## config.mk

```make
export PLATFORM = sky130hd
export DESIGN_NAME = roi_crop_rotate_brighten
export DESIGN_NICKNAME = d
export VERILOG_FILES = /design/src/hw/rtl/rcrb_pkg.sv /design/src/hw/rtl/rcrb_front.sv /design/src/hw/rtl/rcrb_fifo.sv /design/src/hw/rtl/rcrb_back.sv /design/src/hw/rtl/roi_crop_rotate_brighten.sv
export SDC_FILE = /design/constraint.sdc
export NUM_CORES = 2
export LEC_CHECK = 0
export ABC_CLOCK_PERIOD_IN_PS = 13700
export BUFFER_PORTS_ARGS = -buffer_cell sky130_fd_sc_hd__buf_2
export CAP_MARGIN = 20
export CELL_PAD_IN_SITES_DETAIL_PLACEMENT = 2
export CELL_PAD_IN_SITES_GLOBAL_PLACEMENT = 2
export CORE_ASPECT_RATIO = 1.2
export CORE_MARGIN = 3
export CORE_UTILIZATION = 47
export DETAILED_ROUTE_END_ITERATION = 7
export GPL_ROUTABILITY_DRIVEN = 0
export PLACE_DENSITY = 0.88
export SETUP_SLACK_MARGIN = 0.5
export SLEW_MARGIN = 15
export SYNTH_ARGS = -nofsm -noshare
export SYNTH_HDL_FRONTEND = slang
export SYNTH_HIERARCHICAL = 1
export SYNTH_SLANG_ARGS = --single-unit
```

## constraint.sdc

```tcl
create_clock -name clk -period 13.7 [get_ports clk]
set_input_delay 0.685 -clock clk [delete_from_list [all_inputs] [get_ports clk]]
set_output_delay 0.685 -clock clk [all_outputs]
set_load 0.05 [all_outputs]
```

## src/hw/rtl/rcrb_pkg.sv

```systemverilog
package rcrb_pkg;

  localparam int MAX_DIM    = 4096;
  localparam int DIM_W      = 13;
  localparam int CNT_W      = 12;
  localparam int FRAC_W     = 17;
  localparam int GAIN_W     = 16;
  localparam int CH_W       = 8;
  localparam int PROD_W     = DIM_W + FRAC_W;
  localparam int CFG_IDX_W  = 3;
  localparam int CFG_DATA_W = 17;

  localparam int FIFO_DEPTH = 4;
  localparam int FIFO_PTR_W = $clog2(FIFO_DEPTH);
  localparam int FIFO_CNT_W = $clog2(FIFO_DEPTH + 1);

  typedef enum logic [CFG_IDX_W-1:0] {
    REG_FRAME_WIDTH   = 3'd0,
    REG_FRAME_HEIGHT  = 3'd1,
    REG_CROP_FRAC     = 3'd2,
    REG_MID_COL       = 3'd3,
    REG_MID_ROW       = 3'd4,
    REG_QUARTER_TURNS = 3'd5,
    REG_GAIN          = 3'd6
  } cfg_reg_e;

  typedef enum logic [1:0] {
    ROT_0   = 2'd0,
    ROT_90  = 2'd1,
    ROT_180 = 2'd2,
    ROT_270 = 2'd3
  } rot_e;

  localparam logic [DIM_W-1:0]  RST_FRAME_WIDTH  = 13'd1920;
  localparam logic [DIM_W-1:0]  RST_FRAME_HEIGHT = 13'd1080;
  localparam logic [FRAC_W-1:0] RST_CROP_FRAC    = 17'd65536;
  localparam logic [FRAC_W-1:0] RST_CENTER       = 17'd32768;
  localparam logic [GAIN_W-1:0] RST_GAIN         = 16'd256;

  typedef struct packed {
    logic [DIM_W-1:0]  frame_width;
    logic [DIM_W-1:0]  frame_height;
    logic [FRAC_W-1:0] crop_frac;
    logic [FRAC_W-1:0] mid_col;
    logic [FRAC_W-1:0] mid_row;
    logic [1:0]        quarter_turns;
    logic [GAIN_W-1:0] gain;
  } cfg_t;

  typedef struct packed {
    logic [CH_W-1:0]  blue;
    logic [CH_W-1:0]  green;
    logic [CH_W-1:0]  red;
    logic [CNT_W-1:0] dest_x;
    logic [CNT_W-1:0] dest_y;
    logic             last;
  } pix_entry_t;

  typedef struct packed {
    logic full;
    logic valid;
  } fifo_stat_t;

  // Window span along one axis, as first and last index inside the frame.
  typedef struct packed {
    logic [CNT_W-1:0] first;
    logic [CNT_W-1:0] final_idx;
  } win_axis_t;

  function automatic logic [DIM_W-1:0] clamp_dim(logic [DIM_W-1:0] v);
    logic [DIM_W-1:0] r;
    if (v == '0) begin
      r = DIM_W'(1);
    end else if (v > DIM_W'(MAX_DIM)) begin
      r = DIM_W'(MAX_DIM);
    end else begin
      r = v;
    end
    return r;
  endfunction

  // Rounds the Q14.16 products, clamps the size to 1..dim and slides the
  // window so that it stays inside the frame.
  function automatic win_axis_t place_axis(logic [DIM_W-1:0] dim,
                                           logic [PROD_W-1:0] p_size,
                                           logic [PROD_W-1:0] p_cent);
    logic [PROD_W:0]        rs;
    logic [PROD_W:0]        rc;
    logic [PROD_W-16:0]     s;
    logic [PROD_W-16:0]     cen;
    logic [DIM_W-1:0]       sz;
    logic [DIM_W-1:0]       hi;
    logic signed [PROD_W-14:0] st;
    logic [CNT_W-1:0]       left;
    logic [DIM_W-1:0]       end_sum;
    win_axis_t              w;
    rs  = {1'b0, p_size} + (PROD_W+1)'(32768);
    rc  = {1'b0, p_cent} + (PROD_W+1)'(32768);
    s   = rs[PROD_W:16];
    cen = rc[PROD_W:16];
    if (s == '0) begin
      sz = DIM_W'(1);
    end else if (s > (PROD_W-15)'(dim)) begin
      sz = dim;
    end else begin
      sz = s[DIM_W-1:0];
    end
    hi = dim - sz;
    st = $signed((PROD_W-13)'(cen)) - $signed((PROD_W-13)'(sz[DIM_W-1:1]));
    if (st < 0) begin
      left = '0;
    end else if (st > $signed((PROD_W-13)'(hi))) begin
      left = hi[CNT_W-1:0];
    end else begin
      left = st[CNT_W-1:0];
    end
    end_sum     = {1'b0, left} + sz - DIM_W'(1);
    w.first     = left;
    w.final_idx = end_sum[CNT_W-1:0];
    return w;
  endfunction

endpackage

```

## src/hw/rtl/rcrb_front.sv

```systemverilog
module rcrb_front (
  input  logic                              clk,
  input  logic                              rst,
  input  rcrb_pkg::cfg_t                    cfg,
  input  logic                              in_valid,
  output logic                              in_ready,
  input  logic [3*rcrb_pkg::CH_W-1:0]       in_pixel,
  input  logic                              in_start,
  input  rcrb_pkg::fifo_stat_t              fifo_stat,
  output logic                              push,
  output rcrb_pkg::pix_entry_t              push_data
);

  logic [rcrb_pkg::DIM_W-1:0]  w;
  logic [rcrb_pkg::DIM_W-1:0]  h;
  logic [rcrb_pkg::CNT_W-1:0]  col_count;
  logic [rcrb_pkg::CNT_W-1:0]  row_count;
  logic [rcrb_pkg::CNT_W-1:0]  pos_col;
  logic [rcrb_pkg::CNT_W-1:0]  pos_row;
  logic [rcrb_pkg::DIM_W-1:0]  col_inc;
  logic [rcrb_pkg::DIM_W-1:0]  row_inc;
  logic [rcrb_pkg::CNT_W-1:0]  col_count_next;
  logic [rcrb_pkg::CNT_W-1:0]  row_count_next;
  logic                        adv;
  logic                        accept;

  logic                             s1_valid;
  logic                             s1_start;
  logic [rcrb_pkg::CNT_W-1:0]       s1_col;
  logic [rcrb_pkg::CNT_W-1:0]       s1_row;
  logic [3*rcrb_pkg::CH_W-1:0]      s1_pixel;
  logic [rcrb_pkg::DIM_W-1:0]       s1_w;
  logic [rcrb_pkg::DIM_W-1:0]       s1_h;
  logic [rcrb_pkg::PROD_W-1:0]      s1_p_wr;
  logic [rcrb_pkg::PROD_W-1:0]      s1_p_wc;
  logic [rcrb_pkg::PROD_W-1:0]      s1_p_hr;
  logic [rcrb_pkg::PROD_W-1:0]      s1_p_hc;

  logic                             s2_valid;
  logic [rcrb_pkg::CNT_W-1:0]       s2_col;
  logic [rcrb_pkg::CNT_W-1:0]       s2_row;
  logic [3*rcrb_pkg::CH_W-1:0]      s2_pixel;

  rcrb_pkg::win_axis_t win_x;
  rcrb_pkg::win_axis_t win_y;
  rcrb_pkg::win_axis_t win_x_next;
  rcrb_pkg::win_axis_t win_y_next;

  logic                        hit;
  logic [rcrb_pkg::CNT_W-1:0]  off_c;
  logic [rcrb_pkg::CNT_W-1:0]  off_r;
  logic [rcrb_pkg::CNT_W-1:0]  flip_c;
  logic [rcrb_pkg::CNT_W-1:0]  flip_r;

  assign w = rcrb_pkg::clamp_dim(cfg.frame_width);
  assign h = rcrb_pkg::clamp_dim(cfg.frame_height);

  // The whole front moves in lockstep; it only holds when a window pixel
  // cannot go into the queue.
  assign adv      = !(s2_valid && hit && fifo_stat.full);
  assign in_ready = adv;
  assign accept   = in_valid && adv;

  always_comb begin
    pos_col = in_start ? '0 : col_count;
    pos_row = in_start ? '0 : row_count;
    col_inc = {1'b0, pos_col} + rcrb_pkg::DIM_W'(1);
    row_inc = {1'b0, pos_row} + rcrb_pkg::DIM_W'(1);
    if (col_inc >= w) begin
      col_count_next = '0;
      row_count_next = (row_inc >= h) ? '0 : row_inc[rcrb_pkg::CNT_W-1:0];
    end else begin
      col_count_next = col_inc[rcrb_pkg::CNT_W-1:0];
      row_count_next = pos_row;
    end
  end

  always_ff @(posedge clk) begin
    if (rst) begin
      col_count <= '0;
      row_count <= '0;
    end else if (accept) begin
      col_count <= col_count_next;
      row_count <= row_count_next;
    end
  end

  always_ff @(posedge clk) begin
    if (rst) begin
      s1_valid <= 1'b0;
      s2_valid <= 1'b0;
    end else if (adv) begin
      s1_valid <= in_valid;
      s2_valid <= s1_valid;
    end
  end

  always_ff @(posedge clk) begin
    if (adv) begin
      s1_start <= in_start;
      s1_col   <= pos_col;
      s1_row   <= pos_row;
      s1_pixel <= in_pixel;
      s1_w     <= w;
      s1_h     <= h;
      s1_p_wr  <= w * cfg.crop_frac;
      s1_p_wc  <= w * cfg.mid_col;
      s1_p_hr  <= h * cfg.crop_frac;
      s1_p_hc  <= h * cfg.mid_row;
      s2_col   <= s1_col;
      s2_row   <= s1_row;
      s2_pixel <= s1_pixel;
    end
  end

  assign win_x_next = rcrb_pkg::place_axis(s1_w, s1_p_wr, s1_p_wc);
  assign win_y_next = rcrb_pkg::place_axis(s1_h, s1_p_hr, s1_p_hc);

  // After reset the window is the single pixel at the origin.
  always_ff @(posedge clk) begin
    if (rst) begin
      win_x <= '0;
      win_y <= '0;
    end else if (adv && s1_valid && s1_start) begin
      win_x <= win_x_next;
      win_y <= win_y_next;
    end
  end

  always_comb begin
    hit    = (s2_col >= win_x.first) && (s2_col <= win_x.final_idx) &&
             (s2_row >= win_y.first) && (s2_row <= win_y.final_idx);
    off_c  = s2_col - win_x.first;
    off_r  = s2_row - win_y.first;
    flip_c = win_x.final_idx - s2_col;
    flip_r = win_y.final_idx - s2_row;
    push_data.blue  = s2_pixel[rcrb_pkg::CH_W-1:0];
    push_data.green = s2_pixel[2*rcrb_pkg::CH_W-1:rcrb_pkg::CH_W];
    push_data.red   = s2_pixel[3*rcrb_pkg::CH_W-1:2*rcrb_pkg::CH_W];
    push_data.last  = (s2_col == win_x.final_idx) && (s2_row == win_y.final_idx);
    case (rcrb_pkg::rot_e'(cfg.quarter_turns))
      rcrb_pkg::ROT_0: begin
        push_data.dest_x = off_c;
        push_data.dest_y = off_r;
      end
      rcrb_pkg::ROT_90: begin
        push_data.dest_x = off_r;
        push_data.dest_y = flip_c;
      end
      rcrb_pkg::ROT_180: begin
        push_data.dest_x = flip_c;
        push_data.dest_y = flip_r;
      end
      default: begin
        push_data.dest_x = flip_r;
        push_data.dest_y = off_c;
      end
    endcase
  end

  assign push = s2_valid && hit && !fifo_stat.full;

endmodule

```

## src/hw/rtl/rcrb_fifo.sv

```systemverilog
module rcrb_fifo (
  input  logic                  clk,
  input  logic                  rst,
  input  logic                  push,
  input  rcrb_pkg::pix_entry_t  push_data,
  input  logic                  pop,
  output rcrb_pkg::pix_entry_t  head,
  output rcrb_pkg::fifo_stat_t  stat
);

  rcrb_pkg::pix_entry_t              mem [rcrb_pkg::FIFO_DEPTH];
  logic [rcrb_pkg::FIFO_PTR_W-1:0]   wr_ptr;
  logic [rcrb_pkg::FIFO_PTR_W-1:0]   rd_ptr;
  logic [rcrb_pkg::FIFO_CNT_W-1:0]   count;

  always_ff @(posedge clk) begin
    if (push) begin
      mem[wr_ptr] <= push_data;
    end
  end

  always_ff @(posedge clk) begin
    if (rst) begin
      wr_ptr <= '0;
      rd_ptr <= '0;
      count  <= '0;
    end else begin
      if (push) begin
        wr_ptr <= wr_ptr + rcrb_pkg::FIFO_PTR_W'(1);
      end
      if (pop) begin
        rd_ptr <= rd_ptr + rcrb_pkg::FIFO_PTR_W'(1);
      end
      if (push && !pop) begin
        count <= count + rcrb_pkg::FIFO_CNT_W'(1);
      end else if (pop && !push) begin
        count <= count - rcrb_pkg::FIFO_CNT_W'(1);
      end
    end
  end

  assign head       = mem[rd_ptr];
  assign stat.full  = (count == rcrb_pkg::FIFO_CNT_W'(rcrb_pkg::FIFO_DEPTH));
  assign stat.valid = (count != '0);

endmodule

```

## src/hw/rtl/rcrb_back.sv

```systemverilog
module rcrb_back (
  input  logic                         clk,
  input  logic                         rst,
  input  logic [rcrb_pkg::GAIN_W-1:0]  gain,
  input  rcrb_pkg::pix_entry_t         head,
  input  rcrb_pkg::fifo_stat_t         fifo_stat,
  output logic                         pop,
  output logic                         out_valid,
  input  logic                         out_ready,
  output logic [47:0]                  out_data,
  output logic                         out_last
);

  localparam int PW = rcrb_pkg::CH_W + rcrb_pkg::GAIN_W;
  localparam logic [rcrb_pkg::CH_W-1:0] SAT_MAX = 8'd255;

  logic                        b1_valid;
  logic [PW-1:0]               b1_blue;
  logic [PW-1:0]               b1_green;
  logic [PW-1:0]               b1_red;
  logic [rcrb_pkg::CNT_W-1:0]  b1_dest_x;
  logic [rcrb_pkg::CNT_W-1:0]  b1_dest_y;
  logic                        b1_last;
  logic                        out_adv;
  logic                        b1_adv;

  // Rounds away the fraction of the Q16.8 product and saturates at full scale.
  function automatic logic [rcrb_pkg::CH_W-1:0] round_sat(logic [PW-1:0] p);
    logic [PW:0] t;
    logic [rcrb_pkg::CH_W-1:0] r;
    t = {1'b0, p} + (PW+1)'(128);
    if (t[PW:8] > (PW-7)'(SAT_MAX)) begin
      r = SAT_MAX;
    end else begin
      r = t[15:8];
    end
    return r;
  endfunction

  assign out_adv = !out_valid || out_ready;
  assign b1_adv  = !b1_valid || out_adv;
  assign pop     = fifo_stat.valid && b1_adv;

  always_ff @(posedge clk) begin
    if (rst) begin
      b1_valid  <= 1'b0;
      out_valid <= 1'b0;
    end else begin
      if (b1_adv) begin
        b1_valid <= fifo_stat.valid;
      end
      if (out_adv) begin
        out_valid <= b1_valid;
      end
    end
  end

  always_ff @(posedge clk) begin
    if (b1_adv) begin
      b1_blue   <= head.blue * gain;
      b1_green  <= head.green * gain;
      b1_red    <= head.red * gain;
      b1_dest_x <= head.dest_x;
      b1_dest_y <= head.dest_y;
      b1_last   <= head.last;
    end
    if (out_adv) begin
      out_data <= {b1_dest_y, b1_dest_x, round_sat(b1_red), round_sat(b1_green),
                   round_sat(b1_blue)};
      out_last <= b1_last;
    end
  end

endmodule

```

## src/hw/rtl/roi_crop_rotate_brighten.sv

```systemverilog
// Data path: a pixel inside the crop window passes the front registers s1 and s2,
// the queue, the back register b1 and the output register on its way out.
// Throughput: one pixel per cycle while neither side stalls; pixels outside the
// window give no output. A four-entry queue lets the two sides stall on their own.
// Reset: synchronous; clears counters, queue and handshakes, loads the register
// defaults and sets the crop window to the single pixel at the origin.
module roi_crop_rotate_brighten (
  input  logic                               clk,
  input  logic                               rst,
  input  logic                               s_axis_tvalid,
  output logic                               s_axis_tready,
  input  logic [23:0]                        s_axis_tdata,  // blue_in, green_in, red_in
  input  logic                               s_axis_tuser,  // frame_start
  output logic                               m_axis_tvalid,
  input  logic                               m_axis_tready,
  // blue_out, green_out, red_out, dest_x, dest_y
  output logic [47:0]                        m_axis_tdata,
  output logic                               m_axis_tlast,  // last_pixel
  input  logic                               cfg_write,
  input  logic [rcrb_pkg::CFG_IDX_W-1:0]     cfg_index,
  input  logic [rcrb_pkg::CFG_DATA_W-1:0]    cfg_data
);

  rcrb_pkg::cfg_t        cfg;
  rcrb_pkg::fifo_stat_t  fifo_stat;
  rcrb_pkg::pix_entry_t  push_data;
  rcrb_pkg::pix_entry_t  head;
  logic                  push;
  logic                  pop;

  always_ff @(posedge clk) begin
    if (rst) begin
      cfg.frame_width   <= rcrb_pkg::RST_FRAME_WIDTH;
      cfg.frame_height  <= rcrb_pkg::RST_FRAME_HEIGHT;
      cfg.crop_frac     <= rcrb_pkg::RST_CROP_FRAC;
      cfg.mid_col       <= rcrb_pkg::RST_CENTER;
      cfg.mid_row       <= rcrb_pkg::RST_CENTER;
      cfg.quarter_turns <= rcrb_pkg::ROT_0;
      cfg.gain          <= rcrb_pkg::RST_GAIN;
    end else if (cfg_write) begin
      case (rcrb_pkg::cfg_reg_e'(cfg_index))
        rcrb_pkg::REG_FRAME_WIDTH:   cfg.frame_width   <= cfg_data[rcrb_pkg::DIM_W-1:0];
        rcrb_pkg::REG_FRAME_HEIGHT:  cfg.frame_height  <= cfg_data[rcrb_pkg::DIM_W-1:0];
        rcrb_pkg::REG_CROP_FRAC:     cfg.crop_frac     <= cfg_data;
        rcrb_pkg::REG_MID_COL:       cfg.mid_col       <= cfg_data;
        rcrb_pkg::REG_MID_ROW:       cfg.mid_row       <= cfg_data;
        rcrb_pkg::REG_QUARTER_TURNS: cfg.quarter_turns <= cfg_data[1:0];
        rcrb_pkg::REG_GAIN:          cfg.gain          <= cfg_data[rcrb_pkg::GAIN_W-1:0];
        default: begin
        end
      endcase
    end
  end

  rcrb_front u_front (
    .clk       (clk),
    .rst       (rst),
    .cfg       (cfg),
    .in_valid  (s_axis_tvalid),
    .in_ready  (s_axis_tready),
    .in_pixel  (s_axis_tdata),
    .in_start  (s_axis_tuser),
    .fifo_stat (fifo_stat),
    .push      (push),
    .push_data (push_data)
  );

  rcrb_fifo u_fifo (
    .clk       (clk),
    .rst       (rst),
    .push      (push),
    .push_data (push_data),
    .pop       (pop),
    .head      (head),
    .stat      (fifo_stat)
  );

  rcrb_back u_back (
    .clk       (clk),
    .rst       (rst),
    .gain      (cfg.gain),
    .head      (head),
    .fifo_stat (fifo_stat),
    .pop       (pop),
    .out_valid (m_axis_tvalid),
    .out_ready (m_axis_tready),
    .out_data  (m_axis_tdata),
    .out_last  (m_axis_tlast)
  );

`ifndef ASSERT_OFF
  // The input side only stalls because the queue is full.
  a_ready_only_on_full: assert property (@(posedge clk) disable iff (rst)
    !s_axis_tready |-> fifo_stat.full)
    else $error("input stalled while the queue had room");

  // A full queue stays full until the back end drains an entry.
  a_full_holds: assert property (@(posedge clk) disable iff (rst)
    fifo_stat.full && !pop |=> fifo_stat.full)
    else $error("queue lost an entry without a pop");

  // Nothing is presented on the output right after reset.
  a_out_idle_after_reset: assert property (@(posedge clk)
    $past(rst) |-> !m_axis_tvalid)
    else $error("output valid right after reset");
`endif

endmodule

```

=== Word-level counts from Yosys, hierarchy flattened ===
Memory sizes are Yosys's and may differ from the RTL's. A register that Yosys moved wholly into a read port is not among the register bits.
Index checks and enable logic that the tools add are counted.

* Flip-flop bits (word level): 567
* RAM bits: 196
* Input bits: 50
* Output and inout port bits: 51
* Word-level logic and storage cells: 165
* Memories kept: 1

* Add/sub/neg operators: 25
* Multipliers: 7
* $lt $le $gt $ge: 17
* Eq/ne operators: 11
* Multiplexer cells: 24
* Reductions and logical operators: 36

{| class="wikitable"
|+ Memories
! memory !! depth !! bits a word !! rd ports !! clocked after memory_dff !! wr ports !! RTL line !! text
|-
| u_fifo.mem || 4 || 49 || 1 || 1 || 1 || rcrb_fifo.sv:11 || <nowiki>rcrb_pkg::pix_entry_t mem [rcrb_pkg::FIFO_DEPTH];</nowiki>
|}

{| class="wikitable"
|+ Operators by type and width
! operator !! count
|-
| $add 30x16->31 const B || 4
|-
| $mul 13x17->30 || 4
|-
| $mux 12 || 9
|-
| $mux 13 || 8
|-
| $add 24x8->25 const B || 3
|-
| $mul 8x16->24 || 3
|-
| $pmux 24 s3 || 1
|-
| $gt 17x8->1 const B || 3
|-
| $sub 12x12->12 || 4
|-
| $gt 16x14->1 || 2
|-
| $lt 16x1->1 const B || 2
|-
| $sub 15x12->16 || 2
|-
| $gt 15x13->1 || 2
|-
| $logic_not 15->1 || 2
|-
| $add 12x1->13 const B || 2
|-
| $ge 13x13->1 || 2
|-
| $gt 13x13->1 const B || 2
|-
| $logic_not 13->1 || 2
|-
| $sub 13x13->13 || 2
|-
| $add 12x12->12 || 2
|-
| $eq 12x12->1 || 2
|-
| $ge 12x12->1 || 2
|-
| $le 12x12->1 || 2
|-
| $sub 12x1->12 const B || 2
|-
| 19 further kinds || 51
|}

=== Longest topological paths before layout ===
* Word-level depth: 10
* Mapped depth: 53
* Gate-level depth less buffers: 51

=== Modules after synthesis ===
The synthesis kept the hierarchy.

{| class="wikitable"
|+ Modules (own cells, without submodules)
! module !! times used !! cells each !! area an instance (µm²) !! sequential area each (µm²)
|-
| rcrb_front || 1 || 5,024 || 44,808.0 || 6,976.7
|-
| rcrb_back || 1 || 1,636 || 16,503.3 || 3,793.6
|-
| rcrb_fifo || 1 || 300 || 7,522.2 || 6,065.8
|-
| roi_crop_rotate_brighten || 1 || 344 || 3,776.1 || 1,901.8
|}

=== Worst setup path after synthesis ===
OpenSTA, ideal clock, no wires.

* Path type: register -> register
* Start: register u_front/s1_p_hr[17] (netlist bit)
* End: register u_front/win_y[11] (netlist bit)
* Setup time: 0.079 ns
* Data arrival time: 9.110 ns
* Data required time: 13.621 ns
* Setup slack: 4.511 ns
* Stages on the path, launching flop included: 50
* Path buffers: 1
* Period minus slack after synthesis: 9.189 ns
* Path through: edfxtp_1 > and4_1 > nand4_1 > nor3_1 > xor2_1 > ha_1 > nand2_1 > nor4_1 > a21oi_1 > o211ai_1 > nand2_1 > buf_1 > mux2i_1 > or2_2 > fa_1 > a21o_1 > a21oi_1 > o21bai_1 > (+14 left out) > mux2i_1 > nand2_1 > ha_1 > inv_1 > ha_1 > inv_1 > fa_1 > nor2b_1 > o21ai_0 > nand2b_1 > a21oi_1 > o21bai_1 > a31oi_1 > nor4bb_1 > a311oi_1 > xor2_1 > nand2b_1 > o211ai_1

* Word-level cells in the longest chain between the ends: 10
* Elaborated cells between the ends (all ways): 13
* Those cells by class: add/sub: 5; order compare: 3; mux: 4; reduce/logical: 1

{| class="wikitable"
|+ Ends and longest elaborated chain
! what !! RTL line !! text
|-
| start: declaration || rcrb_front.sv:36 || <nowiki>logic [rcrb_pkg::PROD_W-1:0] s1_p_hr;</nowiki>
|-
| start signal: assignment || rcrb_front.sv:108 || <nowiki>s1_p_hr <= h * cfg.crop_frac;</nowiki>
|-
| $add 30x16->31 * || rcrb_pkg.sv:97 || <nowiki>rs = {1'b0, p_size} + (PROD_W+1)'(32768);</nowiki>
|-
| $gt 15x13->1 || rcrb_pkg.sv:103 || <nowiki>end else if (s > (PROD_W-15)'(dim)) begin</nowiki>
|-
| $mux 13 || rcrb_pkg.sv:103 ||
|-
| $mux 13 * || rcrb_pkg.sv:101 || <nowiki>if (s == '0) begin</nowiki>
|-
| $sub 15x12->16 or $sub 13x13->13 (tied branches) || rcrb_pkg.sv:109, rcrb_pkg.sv:108 ||
|-
| $gt 16x14->1 || rcrb_pkg.sv:112 || <nowiki>end else if (st > $signed((PROD_W-13)'(hi))) begin</nowiki>
|-
| $mux 12 || rcrb_pkg.sv:112 ||
|-
| $mux 12 || rcrb_pkg.sv:110 || <nowiki>if (st < 0) begin</nowiki>
|-
| $add 12x12->12 * || rcrb_pkg.sv:117 || <nowiki>end_sum = {1'b0, left} + sz - DIM_W'(1);</nowiki>
|-
| $sub 12x1->12 * || rcrb_pkg.sv:117 ||
|-
| end signal: assignment || rcrb_front.sv:126 || <nowiki>win_y <= win_y_next;</nowiki>
|-
| end: declaration || rcrb_front.sv:45 || <nowiki>rcrb_pkg::win_axis_t win_y;</nowiki>
|}

Every way passes the cells marked *; elsewhere a longest branch is shown, timed or not.
A chain may end at the register's enable or synchronous reset.

=== Worst setup path after layout ===
Ends and elaborated chain as after synthesis.

==> results.rst <==
.. list-table::
   :header-rows: 1

   * - Metric
     - Value
   * - Run status
     - complete, no violations
   * - Non-Filler Instances
     - 9312
   * - Worst endpoint data arrival time
     - 12.79 ns
   * - Net count of the finished layout
     - 8855
   * - Detailed-route DRC error count
     - 0
   * - Post-DP Area
     - 75100 sq um
   * - Switching fraction of total power
     - 48.8%
   * - Combinational share of power
     - around 59%
   * - Congestion Overflow GR
     - 0
   * - Post-synthesis register bit count
     - 684
   * - Die height
     - 437 um
   * - Length of routed met3 wiring
     - roughly 18 mm
   * - Critical R2R Launch
     - u_front/s1_p_hr[17]$_DFFE_PN_
   * - Commonest cells post-synth
     - 1316 x sky130_fd_sc_hd__inv_1, 916 x sky130_fd_sc_hd__fa_1, 908 x sky130_fd_sc_hd__nand2_1
   * - Area of the placeable core
     - 153000 sq um
   * - Area added between synthesis and finish
     - 7.43%
   * - Antenna Nets Post-Route
     - 0
   * - Clk root buf
     - sky130_fd_sc_hd__clkbuf_16
   * - VDD IR max
     - 0.000144 V
   * - Dominant synthesized flop cell
     - sky130_fd_sc_hd__edfxtp_1
   * - Count of buffer and inverter cells on the critical path
     - 3
   * - Launch point of the critical path
     - u_front/s1_p_hr[17]$_DFFE_PN_
   * - Simple logic cell fraction of the synthesized area
     - 15.5%
   * - CP top delay family
     - simple AND/OR/NAND/NOR gates
   * - Routed WL per cell
     - about 33 um
   * - Share of final-layout standard cells stronger than drive strength 1
     - 6.82%
   * - Largest fanout on the critical path
     - 24
   * - Top area cells in the synthesized netlist
     - sky130_fd_sc_hd__fa_1 25%, sky130_fd_sc_hd__edfxtp_1 21%, sky130_fd_sc_hd__ha_1 11%
   * - Drt first-iter violations
     - 4463
   * - Detailed-router iteration count before antenna repair
     - 6
   * - Clock latency on the worst-skew pair
     - 0.77 ns
   * - Syn Nets
     - roughly 9k
   * - Design Area, Final
     - slightly below 80000 sq um
   * - Min-delay worst type
     - primary input to flip-flop
   * - Mux share of post-synthesis cell area
     - between 4 and 5%
   * - Port buffer count
     - 100
   * - Slew HR
     - 24.0%
   * - Maximum achievable frequency
     - a little over 0.08 GHz
   * - Clk pwr share
     - a little under a fifth
   * - Clock Skew
     - 0.102 ns
   * - Top-Level Pins
     - 101
   * - Critical path capture point type
     - flip-flop
   * - Cell with the largest stage delay on the worst path
     - sky130_fd_sc_hd__or4_1
   * - Sequential share of power
     - 22.9%
   * - DP Wirelength
     - between 200 and 250 mm
   * - Highest metal layer with signal wires
     - met5
   * - Cell leakage power
     - 37.0 nW
   * - Number of clock sinks seen by CTS
     - 684
   * - Total routing usage reported by global routing
     - 39.0%
   * - Initial standard-cell utilization of the core
     - 47.4%
   * - Average cell area after synthesis
     - 9.94 sq um
   * - Global-route wire length before repair
     - 461 mm
   * - Total negative slack
     - 0 ns
   * - CP peak stage delay
     - ~0.58 ns
   * - Min Tclk post-route
     - 12.12 ns
   * - Post-Route M1 WL
     - 103 mm
   * - Number of cells produced by synthesis
     - 7304
   * - Top-area cell type share of the netlist area
     - 25.3%
   * - Die X-Extent
     - 365 um
   * - Transition time at the pin with the least slew margin
     - 1.13 ns
   * - RSZ-0062 raised after global routing
     - false
   * - Dominant cell type by count on the critical path
     - sky130_fd_sc_hd__a21oi_1
   * - Clock Tree Buf Depth
     - 3
   * - Cell with the most instances after synthesis
     - sky130_fd_sc_hd__inv_1
   * - Internal Pwr Total
     - 6.78 mW
   * - Via count of the first global-routing pass
     - 70.0k
   * - Number of buffers inserted by hold repair at cts
     - 0
   * - Sequential cell area fraction in the yosys report
     - roughly a quarter
   * - Number of enable-type register cells in the synthesized netlist
     - about 500
   * - Main combinational cell family by area after synthesis
     - adder cells
   * - Required time at the worst-slack endpoint
     - 14.36 ns
   * - Number of vias in the routed layout
     - 57.9k
   * - Area share of fa/ha/maj cells after synthesis
     - 36.2%
   * - Cell area after technology mapping
     - 72600 sq um
   * - Fraction of the mapped netlist area in compound gates
     - 6.42%
   * - CTS tree
     - built
   * - Power density over the cells
     - ~170 nW/um^2
   * - Critical Path Start Type
     - flip-flop
   * - Max Cap Viol
     - 0
   * - Hold_sp
     - s_axis_tdata[12]
   * - Post-CTS Setup Inserts
     - 0
   * - Critical path class
     - flip-flop to flip-flop
   * - XOR/XNOR Fraction of Synth Area
     - 3.44%
   * - Setup WS post-layout
     - 1.58 ns
   * - Post-synth ARST share
     - 0%
   * - DR WL met2
     - 160 mm
   * - Final setup violation count
     - 0
   * - Total Power
     - 13.2 mW
   * - Place WS
     - 2.41 ns
   * - CTS clk-pin slew, worst paths
     - approximately 0.070 ns
   * - Worst hold slack across all endpoints
     - 0.105 ns
   * - Mean number of vias per cell
     - 6.22
   * - Count of synthesis-stage warnings from yosys
     - 6
   * - Standard-cell row count
     - 157
   * - TritonCTS buffer count
     - 80
   * - Die Outline Area
     - 159000 sq um
   * - Pin count of the biggest net entering global routing
     - 86
   * - Number of resized instances in the post-cts repair step
     - 0
   * - Switching power of the nets
     - 6.47 mW
   * - Placed cells
     - 9157
   * - Final worst path period share
     - around nine tenths
   * - Final wirelength
     - around 310 mm
   * - Number of hold violations in the final report
     - 0
   * - Antenna violations before repair
     - 11
   * - Number of different library cells in the post-synthesis netlist
     - between 90 and 100
   * - Final Slew Violations
     - 0
   * - Cell taking the most area after synthesis
     - sky130_fd_sc_hd__fa_1
   * - Number of H-tree levels
     - 3
   * - Fin util
     - about half
==> logic make-up (layout without fill, tap and decap cells) <==
group | after synthesis | count (layout)
AOI/OAI and AO/OA | 674 | 674
xor gates and xnor gates | 285 | 285
adders and majority gates | 1553 | 1553
buffers and inverters | 1639 | 1656
DFF | 684 | 684
muxes | 202 | 202
other | 0 | 4
and+or+nand+nor | 2267 | 2267
==> registers in the layout, indices dropped and copies added (netlist names), 13 cells and up, named ones only <==
signal	cells
u_back/b1_blue	17
u_back/out_data	48
u_fifo/mem	196
cfg	95
u_front/s1_p_wr	15
u_front/s1_p_hr	15
u_front/s2_pixel	24
u_front/s1_h	13
u_front/s1_p_hc	15
u_back/b1_green	17
u_front/s1_p_wc	15
u_front/win_y	24
u_front/win_x	24
u_front/s1_w	13
u_front/s1_pixel	24
u_back/b1_red	17
==> layout by cell type (no fill, tap or decap), drive strengths merged, types with 136 or more instances in the layout <==
| master | n |
|---|---|
| nand2b | 136 |
| ha | 635 |
| a21oi | 189 |
| buf | 190 |
| and2 | 508 |
| nand2 | 908 |
| fa | 916 |
| edfxtp | 504 |
| dfxtp | 180 |
| nor2 | 255 |
| xnor2 | 188 |
| inv | 1322 |
==> metal layers <==
layer,up-vias,GRT usage [%]
li1,23300,-
met1,30000,39.4
met2,3044,69.8
met3,1602,6.96
met4,12,31.6
met5,-,0
==> worst reg2reg max path, delay by kind of cell (launching register included) <==
kind | cells | cell delay [ns]
compound gates | 21 | 3.64
flops | 1 | 0.44
buf+inv | 3 | 0.20
simple gates | 16 | 4.54
mux | 1 | 0.28
xor+xnor | 3 | 0.74
fa+ha+maj | 7 | 2.18
==> power by group through the flow <==
stage | Sequential (mW) | Combinational, mW | Clock (mW)
detailed placement | 3.03 | 7.07 | 0
CTS | 3.02 | 7.64 | 2.42
global route | 3.06 | 8.29 | 2.48
global placement | 2.99 | 6.29 | 0
finish | 3.03 | 7.82 | 2.39
floorplan | 3.15 | 4.65 | 0
==> path summary, 6_finish.rpt <==
path / endpoint / slack [ns] / cells past startpoint
setup reg to reg: u_front/win_y[11]$_SDFFE_PP0P_ / 1.58 / 51
hold reg to reg: u_back/out_data[46]$_DFFE_PP_ / 0.41 / 0
hold / removal: u_front/s1_pixel[12]$_DFFE_PN_ / 0.10 / 1
setup / recovery: u_front/win_y[11]$_SDFFE_PP0P_ / 1.58 / 51
==> final cells by class <==
cell class,instances,area (sq um)
fill,15400,75000
multi-input combinational,4981,47700
inverter,1317,4940
sequential,684,18700
clock inverter,49,682
timing repair buffer,190,1230
tap,1987,2490
clock buffer,100,2170
antenna,4,10.0
(Power assumes the default switching activity.)
